$ cat config.mk
export PLATFORM = sky130hd
export DESIGN_NAME = page_run_bitmap_allocator
export DESIGN_NICKNAME = d
export VERILOG_FILES = /design/src/rtl/prba_pkg.sv /design/src/rtl/prba_ram.sv /design/src/rtl/prba_scan.sv /design/src/rtl/prba_mask.sv /design/src/rtl/page_run_bitmap_allocator.sv
export SDC_FILE = /design/constraint.sdc
export NUM_CORES = 2
export LEC_CHECK = 0
export ABC_AREA = 1
export BUFFER_PORTS_ARGS = -buffer_cell sky130_fd_sc_hd__buf_2
export CAP_MARGIN = 10
export CORE_AREA = 2 2 319 321
export DETAILED_ROUTE_END_ITERATION = 8
export DIE_AREA = 0 0 321 323
export HOLD_SLACK_MARGIN = 0.08
export PLACE_DENSITY = 0.81
export SYNTH_ARGS = -nofsm -noshare
export SYNTH_HDL_FRONTEND = slang
export SYNTH_HIERARCHICAL = 1
export SYNTH_SLANG_ARGS = --single-unit
$ cat constraint.sdc
create_clock -name clk -period 6.5 [get_ports clk]
set_input_delay 0.325 -clock clk [delete_from_list [all_inputs] [get_ports clk]]
set_output_delay 0.325 -clock clk [all_outputs]
set_load 0.005 [all_outputs]
$ cat src/rtl/prba_pkg.sv
// Shared types, codes and helpers for the page run bitmap allocator.
// Used by every module in rtl/ except prba_ram; depends on nothing.
package prba_pkg;

  localparam int NUM_PAGES_DEF  = 1024;
  localparam int PAGE_SHIFT_DEF = 12;

  localparam int WORD_BITS = 32;
  localparam int BIT_W     = 5;
  localparam int CNT_W     = 11;
  localparam int ADDR_W    = 32;
  localparam int STATUS_W  = 2;

  localparam logic [STATUS_W-1:0] ST_DONE    = 2'd0;
  localparam logic [STATUS_W-1:0] ST_NOSPACE = 2'd1;
  localparam logic [STATUS_W-1:0] ST_BAD     = 2'd2;

  localparam logic ACT_ALLOC = 1'b0;
  localparam logic ACT_FREE  = 1'b1;

  typedef enum logic [6:0] {
    S_CLEAR  = 7'b0000001,
    S_IDLE   = 7'b0000010,
    S_CHECK  = 7'b0000100,
    S_RANGE  = 7'b0001000,
    S_SEARCH = 7'b0010000,
    S_PRIME  = 7'b0100000,
    S_WRITE  = 7'b1000000
  } state_t;

  // Per-word outcome of the first-fit scan
  typedef struct packed {
    logic             hit;
    logic [BIT_W-1:0] bit_idx;
    logic [CNT_W-1:0] run_nxt;
  } scan_res_t;

  function automatic logic [BIT_W-1:0] onehot_index(input logic [WORD_BITS-1:0] oh);
    logic [BIT_W-1:0] idx;
    idx = '0;
    for (int i = 0; i < WORD_BITS; i++) begin
      if (oh[i]) begin
        idx = idx | BIT_W'(i);
      end
    end
    return idx;
  endfunction

endpackage

$ cat src/rtl/prba_ram.sv
// Generic simple dual-port RAM: one write port, one registered read port.
// No dependencies.
module prba_ram #(
  parameter int WIDTH = 32,
  parameter int DEPTH = 32,
  localparam int AW = (DEPTH > 1) ? $clog2(DEPTH) : 1
) (
  input  logic             clk,
  input  logic             wr_en,
  input  logic [AW-1:0]    wr_addr,
  input  logic [WIDTH-1:0] wr_data,
  input  logic [AW-1:0]    rd_addr,
  output logic [WIDTH-1:0] rd_data
);

  logic [WIDTH-1:0] mem_r [DEPTH];
  logic [WIDTH-1:0] rd_data_r;

  always_ff @(posedge clk) begin
    if (wr_en) begin
      mem_r[wr_addr] <= wr_data;
    end
    rd_data_r <= mem_r[rd_addr];
  end

  assign rd_data = rd_data_r;

endmodule

$ cat src/rtl/prba_scan.sv
// First-fit scan unit: examines one 32-page bitmap word per use.
// Depends on prba_pkg.
module prba_scan (
  input  logic [prba_pkg::WORD_BITS-1:0] used_i,
  input  logic [prba_pkg::CNT_W-1:0]     count_i,
  input  logic [prba_pkg::CNT_W-1:0]     run_i,
  output prba_pkg::scan_res_t            res_o
);

  always_comb begin
    logic [prba_pkg::WORD_BITS-1:0] win;
    logic [prba_pkg::WORD_BITS-1:0] ge_a;
    logic [prba_pkg::WORD_BITS-1:0] hit_b;
    logic [prba_pkg::WORD_BITS-1:0] hit;
    logic [prba_pkg::WORD_BITS-1:0] hit_low;
    logic [prba_pkg::WORD_BITS-1:0] rev;
    logic [prba_pkg::WORD_BITS-1:0] rev_low;
    logic [prba_pkg::CNT_W-1:0]     cnt_m1;
    logic [prba_pkg::CNT_W-1:0]     need_m1;
    logic [prba_pkg::CNT_W:0]       run_sum;

    cnt_m1  = count_i - prba_pkg::CNT_W'(1);
    // run_i < count_i holds during a search
    need_m1 = count_i - run_i - prba_pkg::CNT_W'(1);

    // win[b]: some page in the count-wide window ending at b is used
    win = '0;
    for (int k = 0; k < prba_pkg::WORD_BITS; k++) begin
      if (prba_pkg::CNT_W'(k) < count_i) begin
        win = win | (used_i << k);
      end
    end

    for (int b = 0; b < prba_pkg::WORD_BITS; b++) begin
      // window fits inside this word
      ge_a[b]  = prba_pkg::CNT_W'(b) >= cnt_m1;
      // bits 0..b free and the run carried in from lower words completes it
      hit_b[b] = !(|(used_i << (prba_pkg::WORD_BITS - 1 - b))) &&
                 (prba_pkg::CNT_W'(b) >= need_m1);
      rev[b]   = used_i[prba_pkg::WORD_BITS - 1 - b];
    end

    hit     = (~win & ge_a) | hit_b;
    hit_low = hit & (~hit + prba_pkg::WORD_BITS'(1));
    rev_low = rev & (~rev + prba_pkg::WORD_BITS'(1));

    if (used_i == '0) begin
      run_sum = {1'b0, run_i} + (prba_pkg::CNT_W + 1)'(prba_pkg::WORD_BITS);
    end else begin
      // free pages above the highest used one
      run_sum = (prba_pkg::CNT_W + 1)'(prba_pkg::onehot_index(rev_low));
    end

    res_o.hit     = |hit;
    res_o.bit_idx = prba_pkg::onehot_index(hit_low);
    res_o.run_nxt = run_sum[prba_pkg::CNT_W-1:0];
  end

endmodule

$ cat src/rtl/prba_mask.sv
// Builds the bit mask of a page run [lo, hi] that falls into one bitmap word.
// Depends on prba_pkg.
module prba_mask #(
  parameter int AW = 5
) (
  input  logic [AW-1:0]                  word_i,
  input  logic [AW+prba_pkg::BIT_W-1:0]  lo_i,
  input  logic [AW+prba_pkg::BIT_W-1:0]  hi_i,
  output logic [prba_pkg::WORD_BITS-1:0] mask_o
);

  logic [prba_pkg::BIT_W-1:0] lo_bit;
  logic [prba_pkg::BIT_W-1:0] hi_bit;

  always_comb begin
    lo_bit = (word_i == lo_i[AW+prba_pkg::BIT_W-1:prba_pkg::BIT_W]) ?
             lo_i[prba_pkg::BIT_W-1:0] : '0;
    hi_bit = (word_i == hi_i[AW+prba_pkg::BIT_W-1:prba_pkg::BIT_W]) ?
             hi_i[prba_pkg::BIT_W-1:0] : '1;
    mask_o = ({prba_pkg::WORD_BITS{1'b1}} << lo_bit) &
             ({prba_pkg::WORD_BITS{1'b1}} >> (~hi_bit));
  end

endmodule

$ cat src/rtl/page_run_bitmap_allocator.sv
// First-fit page run allocator over an occupancy bitmap held in a RAM of
// (NUM_PAGES+31)/32 words; depends on prba_pkg, prba_ram, prba_scan, prba_mask.
//
// One transaction at a time. After reset a clearing pass zeroes the bitmap
// word by word, during which in_stall stays high. An allocate scans the
// bitmap words in order until the first fitting run ends (at most the word
// count), then rewrites each word the run touches; a free rewrites each word
// of its run. The single RAM read port, one word per cycle, paces both the
// scan and the rewrite. Requests rejected by the checks never touch the
// bitmap. The result sits in an output register, so a new request is taken
// while the previous result still waits on out_stall.
module page_run_bitmap_allocator #(
  parameter int NUM_PAGES  = prba_pkg::NUM_PAGES_DEF,
  parameter int PAGE_SHIFT = prba_pkg::PAGE_SHIFT_DEF
) (
  input  logic                           clk,
  input  logic                           rst_n,
  input  logic                           cfg_wr_en,
  input  logic [prba_pkg::ADDR_W-1:0]    cfg_wr_data,
  input  logic                           in_valid,
  output logic                           in_stall,
  input  logic                           in_action,
  input  logic [prba_pkg::CNT_W-1:0]     in_page_count,
  input  logic [prba_pkg::ADDR_W-1:0]    in_address,
  output logic                           out_valid,
  input  logic                           out_stall,
  output logic [prba_pkg::STATUS_W-1:0]  out_status,
  output logic [prba_pkg::ADDR_W-1:0]    out_address_out
);

  localparam int NUM_WORDS = (NUM_PAGES + 31) / 32;
  localparam int AW        = (NUM_WORDS > 1) ? $clog2(NUM_WORDS) : 1;
  localparam int PG_W      = AW + prba_pkg::BIT_W;
  localparam int OFF_W     = prba_pkg::ADDR_W - PAGE_SHIFT;
  localparam int SUM_W     = OFF_W + 1;
  localparam int TAIL_BITS = NUM_PAGES - 32 * (NUM_WORDS - 1);
  localparam logic [32:0]   TAIL_ONE  = 33'(1) << TAIL_BITS;
  localparam logic [31:0]   TAIL_MASK = ~(TAIL_ONE[31:0] - 32'd1);
  localparam logic [AW-1:0] LAST_WORD = AW'(NUM_WORDS - 1);

  prba_pkg::state_t state_r, state_nxt;
  logic [AW-1:0]                  clr_r, clr_nxt;
  logic                           action_r, action_nxt;
  logic [prba_pkg::CNT_W-1:0]     count_r, count_nxt;
  logic [prba_pkg::ADDR_W-1:0]    addr_r, addr_nxt;
  logic [OFF_W-1:0]               idx_r, idx_nxt;
  logic [AW-1:0]                  srch_w_r, srch_w_nxt;
  logic [prba_pkg::CNT_W-1:0]     run_r, run_nxt;
  logic [PG_W-1:0]                lo_r, lo_nxt;
  logic [PG_W-1:0]                hi_r, hi_nxt;
  logic [AW-1:0]                  wr_w_r, wr_w_nxt;
  logic [prba_pkg::STATUS_W-1:0]  status_r, status_nxt;
  logic                           out_valid_r, out_valid_nxt;
  logic [prba_pkg::STATUS_W-1:0]  out_status_r, out_status_nxt;
  logic [prba_pkg::ADDR_W-1:0]    out_address_r, out_address_nxt;
  logic [prba_pkg::ADDR_W-1:0]    base_r;
  logic                           finish_r, finish_nxt;

  logic                           ram_we;
  logic [AW-1:0]                  ram_waddr;
  logic [prba_pkg::WORD_BITS-1:0] ram_wdata;
  logic [AW-1:0]                  ram_raddr;
  logic [prba_pkg::WORD_BITS-1:0] ram_rdata;

  logic [prba_pkg::WORD_BITS-1:0] scan_used;
  prba_pkg::scan_res_t            scan_res;
  logic [prba_pkg::WORD_BITS-1:0] run_mask;

  logic [prba_pkg::ADDR_W:0]      diff;
  logic [SUM_W-1:0]               sum;
  logic [SUM_W-1:0]               sum_m1;
  logic [PG_W-1:0]                end_pg;
  logic [SUM_W-1:0]               lo_wide;

  prba_ram #(
    .WIDTH(prba_pkg::WORD_BITS),
    .DEPTH(NUM_WORDS)
  ) u_bitmap (
    .clk     (clk),
    .wr_en   (ram_we),
    .wr_addr (ram_waddr),
    .wr_data (ram_wdata),
    .rd_addr (ram_raddr),
    .rd_data (ram_rdata)
  );

  // pages past the pool in the last word look used to the scan
  assign scan_used = ram_rdata | ((srch_w_r == LAST_WORD) ? TAIL_MASK : '0);

  prba_scan u_scan (
    .used_i  (scan_used),
    .count_i (count_r),
    .run_i   (run_r),
    .res_o   (scan_res)
  );

  prba_mask #(
    .AW(AW)
  ) u_mask (
    .word_i (wr_w_r),
    .lo_i   (lo_r),
    .hi_i   (hi_r),
    .mask_o (run_mask)
  );

  assign diff    = {1'b0, addr_r} - {1'b0, base_r};
  assign sum     = SUM_W'(idx_r) + SUM_W'(count_r);
  assign sum_m1  = sum - SUM_W'(1);
  assign end_pg  = {srch_w_r, scan_res.bit_idx};
  assign lo_wide = SUM_W'(end_pg) + SUM_W'(1) - SUM_W'(count_r);

  always_comb begin
    state_nxt       = state_r;
    clr_nxt         = clr_r;
    action_nxt      = action_r;
    count_nxt       = count_r;
    addr_nxt        = addr_r;
    idx_nxt         = idx_r;
    srch_w_nxt      = srch_w_r;
    run_nxt         = run_r;
    lo_nxt          = lo_r;
    hi_nxt          = hi_r;
    wr_w_nxt        = wr_w_r;
    status_nxt      = status_r;
    finish_nxt      = finish_r;
    out_valid_nxt   = out_valid_r;
    out_status_nxt  = out_status_r;
    out_address_nxt = out_address_r;
    ram_we          = 1'b0;
    ram_waddr       = wr_w_r;
    ram_wdata       = '0;
    ram_raddr       = '0;

    if (out_valid_r && !out_stall) begin
      out_valid_nxt = 1'b0;
    end

    case (state_r)
      prba_pkg::S_CLEAR: begin
        ram_we    = 1'b1;
        ram_waddr = clr_r;
        clr_nxt   = clr_r + AW'(1);
        if (clr_r == LAST_WORD) begin
          state_nxt = prba_pkg::S_IDLE;
        end
      end
      prba_pkg::S_IDLE: begin
        // deliver a finished result once the output register is free
        if (finish_r && (!out_valid_r || !out_stall)) begin
          finish_nxt      = 1'b0;
          out_valid_nxt   = 1'b1;
          out_status_nxt  = status_r;
          out_address_nxt = (status_r == prba_pkg::ST_DONE && action_r == prba_pkg::ACT_ALLOC) ?
                            base_r + (32'(lo_r) << PAGE_SHIFT) : '0;
        end else if (!finish_r && in_valid) begin
          action_nxt = in_action;
          count_nxt  = in_page_count;
          addr_nxt   = in_address;
          state_nxt  = prba_pkg::S_CHECK;
        end
      end
      prba_pkg::S_CHECK: begin
        if (count_r == '0) begin
          status_nxt = prba_pkg::ST_BAD;
          finish_nxt = 1'b1;
          state_nxt  = prba_pkg::S_IDLE;
        end else if (action_r == prba_pkg::ACT_ALLOC) begin
          if (SUM_W'(count_r) > SUM_W'(NUM_PAGES)) begin
            status_nxt = prba_pkg::ST_NOSPACE;
            finish_nxt = 1'b1;
            state_nxt  = prba_pkg::S_IDLE;
          end else begin
            ram_raddr  = '0;
            srch_w_nxt = '0;
            run_nxt    = '0;
            state_nxt  = prba_pkg::S_SEARCH;
          end
        end else if (diff[prba_pkg::ADDR_W]) begin
          status_nxt = prba_pkg::ST_BAD;
          finish_nxt = 1'b1;
          state_nxt  = prba_pkg::S_IDLE;
        end else begin
          idx_nxt   = diff[prba_pkg::ADDR_W-1:PAGE_SHIFT];
          state_nxt = prba_pkg::S_RANGE;
        end
      end
      prba_pkg::S_RANGE: begin
        if (sum > SUM_W'(NUM_PAGES)) begin
          status_nxt = prba_pkg::ST_BAD;
          finish_nxt = 1'b1;
          state_nxt  = prba_pkg::S_IDLE;
        end else begin
          lo_nxt    = idx_r[PG_W-1:0];
          hi_nxt    = sum_m1[PG_W-1:0];
          state_nxt = prba_pkg::S_PRIME;
        end
      end
      prba_pkg::S_SEARCH: begin
        ram_raddr = (srch_w_r == LAST_WORD) ? srch_w_r : srch_w_r + AW'(1);
        if (scan_res.hit) begin
          hi_nxt    = end_pg;
          lo_nxt    = lo_wide[PG_W-1:0];
          state_nxt = prba_pkg::S_PRIME;
        end else if (srch_w_r == LAST_WORD) begin
          status_nxt = prba_pkg::ST_NOSPACE;
          finish_nxt = 1'b1;
          state_nxt  = prba_pkg::S_IDLE;
        end else begin
          srch_w_nxt = srch_w_r + AW'(1);
          run_nxt    = scan_res.run_nxt;
        end
      end
      prba_pkg::S_PRIME: begin
        // fetch the first word of the run for read-modify-write
        ram_raddr = lo_r[PG_W-1:prba_pkg::BIT_W];
        wr_w_nxt  = lo_r[PG_W-1:prba_pkg::BIT_W];
        state_nxt = prba_pkg::S_WRITE;
      end
      prba_pkg::S_WRITE: begin
        ram_we    = 1'b1;
        ram_waddr = wr_w_r;
        ram_wdata = (action_r == prba_pkg::ACT_ALLOC) ? (ram_rdata | run_mask) :
                                                         (ram_rdata & ~run_mask);
        ram_raddr = (wr_w_r == LAST_WORD) ? wr_w_r : wr_w_r + AW'(1);
        if (wr_w_r == hi_r[PG_W-1:prba_pkg::BIT_W]) begin
          status_nxt = prba_pkg::ST_DONE;
          finish_nxt = 1'b1;
          state_nxt  = prba_pkg::S_IDLE;
        end else begin
          wr_w_nxt = wr_w_r + AW'(1);
        end
      end
      default: begin
        state_nxt = prba_pkg::S_IDLE;
      end
    endcase
  end

  always_ff @(posedge clk) begin
    if (!rst_n) begin
      state_r     <= prba_pkg::S_CLEAR;
      clr_r       <= '0;
      finish_r    <= 1'b0;
      out_valid_r <= 1'b0;
      base_r      <= '0;
    end else begin
      state_r     <= state_nxt;
      clr_r       <= clr_nxt;
      finish_r    <= finish_nxt;
      out_valid_r <= out_valid_nxt;
      if (cfg_wr_en) begin
        base_r <= cfg_wr_data;
      end
    end
  end

  always_ff @(posedge clk) begin
    action_r      <= action_nxt;
    count_r       <= count_nxt;
    addr_r        <= addr_nxt;
    idx_r         <= idx_nxt;
    srch_w_r      <= srch_w_nxt;
    run_r         <= run_nxt;
    lo_r          <= lo_nxt;
    hi_r          <= hi_nxt;
    wr_w_r        <= wr_w_nxt;
    status_r      <= status_nxt;
    out_status_r  <= out_status_nxt;
    out_address_r <= out_address_nxt;
  end

  assign in_stall        = (state_r != prba_pkg::S_IDLE) || finish_r;
  assign out_valid       = out_valid_r;
  assign out_status      = out_status_r;
  assign out_address_out = out_address_r;

  // a failed transaction never reports an address
  a_fail_no_addr: assert property (@(posedge clk) disable iff (!rst_n)
    out_valid && out_status != prba_pkg::ST_DONE |-> out_address_out == '0)
    else $error("non-zero address on failed transaction");

  // the run update stays inside the run's word span
  a_write_in_run: assert property (@(posedge clk) disable iff (!rst_n)
    state_r == prba_pkg::S_WRITE |->
      wr_w_r >= lo_r[PG_W-1:prba_pkg::BIT_W] && wr_w_r <= hi_r[PG_W-1:prba_pkg::BIT_W])
    else $error("bitmap write outside the run");

  // an allocated or freed run must lie entirely inside the pool
  a_run_in_pool: assert property (@(posedge clk) disable iff (!rst_n)
    state_r == prba_pkg::S_PRIME |->
      lo_r <= hi_r && SUM_W'(hi_r) < SUM_W'(NUM_PAGES))
    else $error("run out of pool range");

  // a new result is only loaded into a free or draining output register
  a_no_overwrite: assert property (@(posedge clk) disable iff (!rst_n)
    out_valid && out_stall |=> out_valid && $stable(out_status) && $stable(out_address_out))
    else $error("pending result overwritten");

endmodule

==> results.md <==
* Clock Skews at 0.0872 ns
* Unrepaired setup endpoints after global routing: false
* Register area share after synthesis at 0.582
* # setup viols final at 0
* DRT Pass-1 Iters at 9
* Grt ovf at 0
* Worst R2R Start: count_r[1]
* Post-DR vias/cell at 6.37
* Min-Delay Path Class: in -> reg
* Pin count of the biggest net entering global routing at 191
* Commonest non-fill, non-tap cell in the layout: nand2_1
* Initial Util at 0.623
* FF-to-FF path depth at 35
* Synth Net Count at 7060
* Yosys reg bits at 1243
* Hold EP: state_r[0]
* Peak supply drop at 0.351 mV
* Final min period at 6.11 ns
* # DRC at 0
* Most frequent cells in the layout: nand2_1 (2420), edfxtp_1 (1165), nand3_1 (980), nor2_1 (489), inv_1 (405)
* Clk_lat worst skew at 0.76 ns
* Reg area at 36500 sq um
* TritonCTS clock tree: done
* Share of layout cells above drive strength 1 at 0.105
* Fillers at 7302
* Port Buffers at 116
* Crit Path Category: reg -> reg
* Total CTS buffers at 118
* Initial antenna violation count at 12
* Synth Instances at 6882
* Tot Pwr at 22600 uW
* Pre-CTS WS at 0.492 ns
* Root Buffer: clkbuf_16
* Top_reg_cell synth: edfxtp_1
* Final slew viol count at 0
* Core Footprint at 101000 sq um
* Std cell rows at 117
* Num Clock Sinks at 1243
* Required time worst endpoint at 6.91 ns
* Critical path's largest stage delay at 0.38 ns
* Critical Path Source Type: flop
* RePlAce Congestion at 1.06
* Post-synth ARST share at 0
* Slew headroom at 0.108
* Comb power frac at 0.246
* Register share of total power at 0.434
* Nets at 7315
* Max Cap Viol at 0
* CP max FO at 6
* H-tree levels at 3
* Final Hold Vio Count at 0
* Routed Wire Length at 221000 microns
* Fmax at 0.164 GHz
* Worst R2R Setup Slack at 0.39 ns
* Vias in the first global route at 51846
* Starting DRT DRC Count at 8201
* Min-Delay Path Depth at 2
* Post-route ant nets at 0
* Sw Ratio at 0.332
* Io pins at 117
* Clock transition at path regs at 0.06 ns
* CP max stage cell: edfxtp_1
* CP arrival at 6.52 ns
* Internal Power at 15100 uW
* Die ar. at 104000 sq um
* Synthesis Warnings at 6
* Slew @ Worst Pin at 1.33 ns
* Final worst-path cycle share at 0.940
* Setup TNS at 0 ns
* Buffers and inverters on the worst path at 6
* CP delay by family, top: simple AND/OR/NAND/NOR gates
* Buffers from clock root to sink, at most at 3
* Status: finished, final reports clean
* Worst Hold Launch: rst_n
* Area grow syn2layout at 12.3%
* Multi-input logic area at 23100 sq um
* Synth Cell Area at 62800 sq um
* Clock network power share at 0.320
* Die width at 321 microns
* Static Leak at 0.0288 uW
* PD cells at 321 nW/um^2
* Psw at 7510 uW
* Mean Syn Cell Area at 9.12 sq um
* DR vias at 54455
* Global-route wire length before repair at 321000 microns
* DIE HEIGHT at 323 microns
* Number of library cell types mapped by synthesis at 69
* WL/cell at 25.8 microns
* Count of flip-flops with a built-in enable after synthesis at 1165
* GRT Total Usage at 0.418
* Worst R2R End: lo_r[9]
* Setup crit end kind: flop
* Detail Placement HPWL at 143000 microns
* WHS at 0.202 ns
* Final worst slack at 0.388 ns
==> power by group through the flow <==
stage / sequential [uW] / clock, uW / combinational, uW
detailed placement: 9960 / 0 / 5220
global route: 9850 / 7500 / 5860
global placement: 9930 / 0 / 5180
CTS: 9800 / 7210 / 5300
floorplan: 9880 / 0 / 3060
finish: 9810 / 7230 / 5560
==> synth_stat cells, drive strengths merged, types with 3 or more instances <==
| library cell | instances | area [sq um] |
|---|---|---|
| nand2 | 2453 | 9310 |
| edfxtp | 1165 | 35000 |
| nand3 | 999 | 5100 |
| nor2 | 560 | 2290 |
| inv | 441 | 1660 |
| buf | 234 | 1700 |
| o21ai | 232 | 1180 |
| a21oi | 196 | 988 |
| ha | 93 | 1160 |
| dfxtp | 78 | 1560 |
| nand4 | 75 | 475 |
| clkbuf | 69 | 260 |
| nor3 | 59 | 312 |
| xor2 | 32 | 295 |
| o211ai | 29 | 218 |
| o22ai | 17 | 106 |
| xnor2 | 17 | 149 |
| nand3b | 16 | 120 |
| a31oi | 14 | 87.6 |
| nor4 | 13 | 81.3 |
| or2 | 10 | 62.6 |
| clkinv | 8 | 30.0 |
| o21bai | 8 | 60.1 |
| a21o | 7 | 52.6 |
| o2111ai | 6 | 52.6 |
| o31ai | 6 | 45.0 |
| a21boi | 5 | 41.3 |
| o221ai | 5 | 43.8 |
| fa | 4 | 80.1 |
| nor3b | 4 | 30.0 |
| o21a | 4 | 30.0 |
| a221oi | 3 | 26.3 |
| a22oi | 3 | 22.5 |
| and2 | 3 | 21.3 |
| and3 | 3 | 18.8 |
==> layer usage <==
layer / up-vias / wire, microns / track usage
met5: - / 95 / 0
met4: 14 / 13400 / 0.227
met3: 884 / 27400 / 0.0943
met2: 4051 / 102000 / 0.664
met1: 25688 / 78100 / 0.538
li1: 23818 / - / -
==> worst max-delay path by stage <==
stage / slack (ns) / start / cells after the start / end
2_1_floorplan: 1.38 / count_r[1] / 34 / lo_r[9]
3_3_place_gp: 0.38 / count_r[0] / 32 / lo_r[9]
3_5_place_dp: 0.49 / count_r[0] / 32 / lo_r[9]
4_1_cts: 0.40 / count_r[0] / 32 / lo_r[9]
5_1_grt: 0.009 / count_r[4] / 37 / lo_r[9]
6_report: 0.39 / count_r[1] / 35 / lo_r[9]
==> flip-flops by register name, summed over array words and instances (netlist names) <==
signal / count
u_bitmap/rd_data: 32
count_r: 11
srch_w_r: 5
finish_r: 1
out_status: 2
idx_r: 20
state_r: 7
status_r: 2
run_r: 11
addr_r: 32
clr_r: 5
out_address_out: 32
out_valid: 1
u_bitmap/mem_r: 1024
wr_w_r: 5
lo_r: 10
action_r: 1
base_r: 32
hi_r: 10
==> cells by family after synthesis <==
group           synth area share
simple gates               0.284
fa+ha+maj                 0.0198
compound gates            0.0485
buf+inv                   0.0581
flops                      0.582
xor+xnor                 0.00708
==> final cells by class <==
class                           instances  area share
Inverter                              449      0.0243
Clock buffer                          169      0.0487
Sequential cell                      1243       0.519
Clock inverter                         57     0.00989
Multi-Input combinational cell       4887       0.327
Timing Repair Buffer                  438      0.0478
Antenna cell                            2   0.0000710
Tap cell                             1309      0.0232
==> worst reg2reg max path: cells and delay by family (launching register included) <==
kind,cells,cell delay (ns)
and+or+nand+nor,19,2.93
adders and majority gates,4,1.14
AOI/OAI and AO/OA,5,0.63
buffers and inverters,6,0.62
DFF,1,0.38
xor gates and xnor gates,1,0.13
==> timing repair <==
item / CTS / global route
gates resized for setup: 0 / 5
hold buffers: 77 / 0
setup endpoints to repair: 0 / 3
setup buffers: 0 / 2
hold endpoints to repair: 78 / 0
==> through the flow <==
stage	instance area (sq um)	util	std cells
4_1_cts	70400	0.699	8550
6_report	70500	0.700	8554
3_3_place_gp	65500	0.650	8247
2_1_floorplan	62800	-	6882
5_1_grt	70500	0.700	8553
3_5_place_dp	65500	0.650	8247
Power figures use the tool's default switching activity.
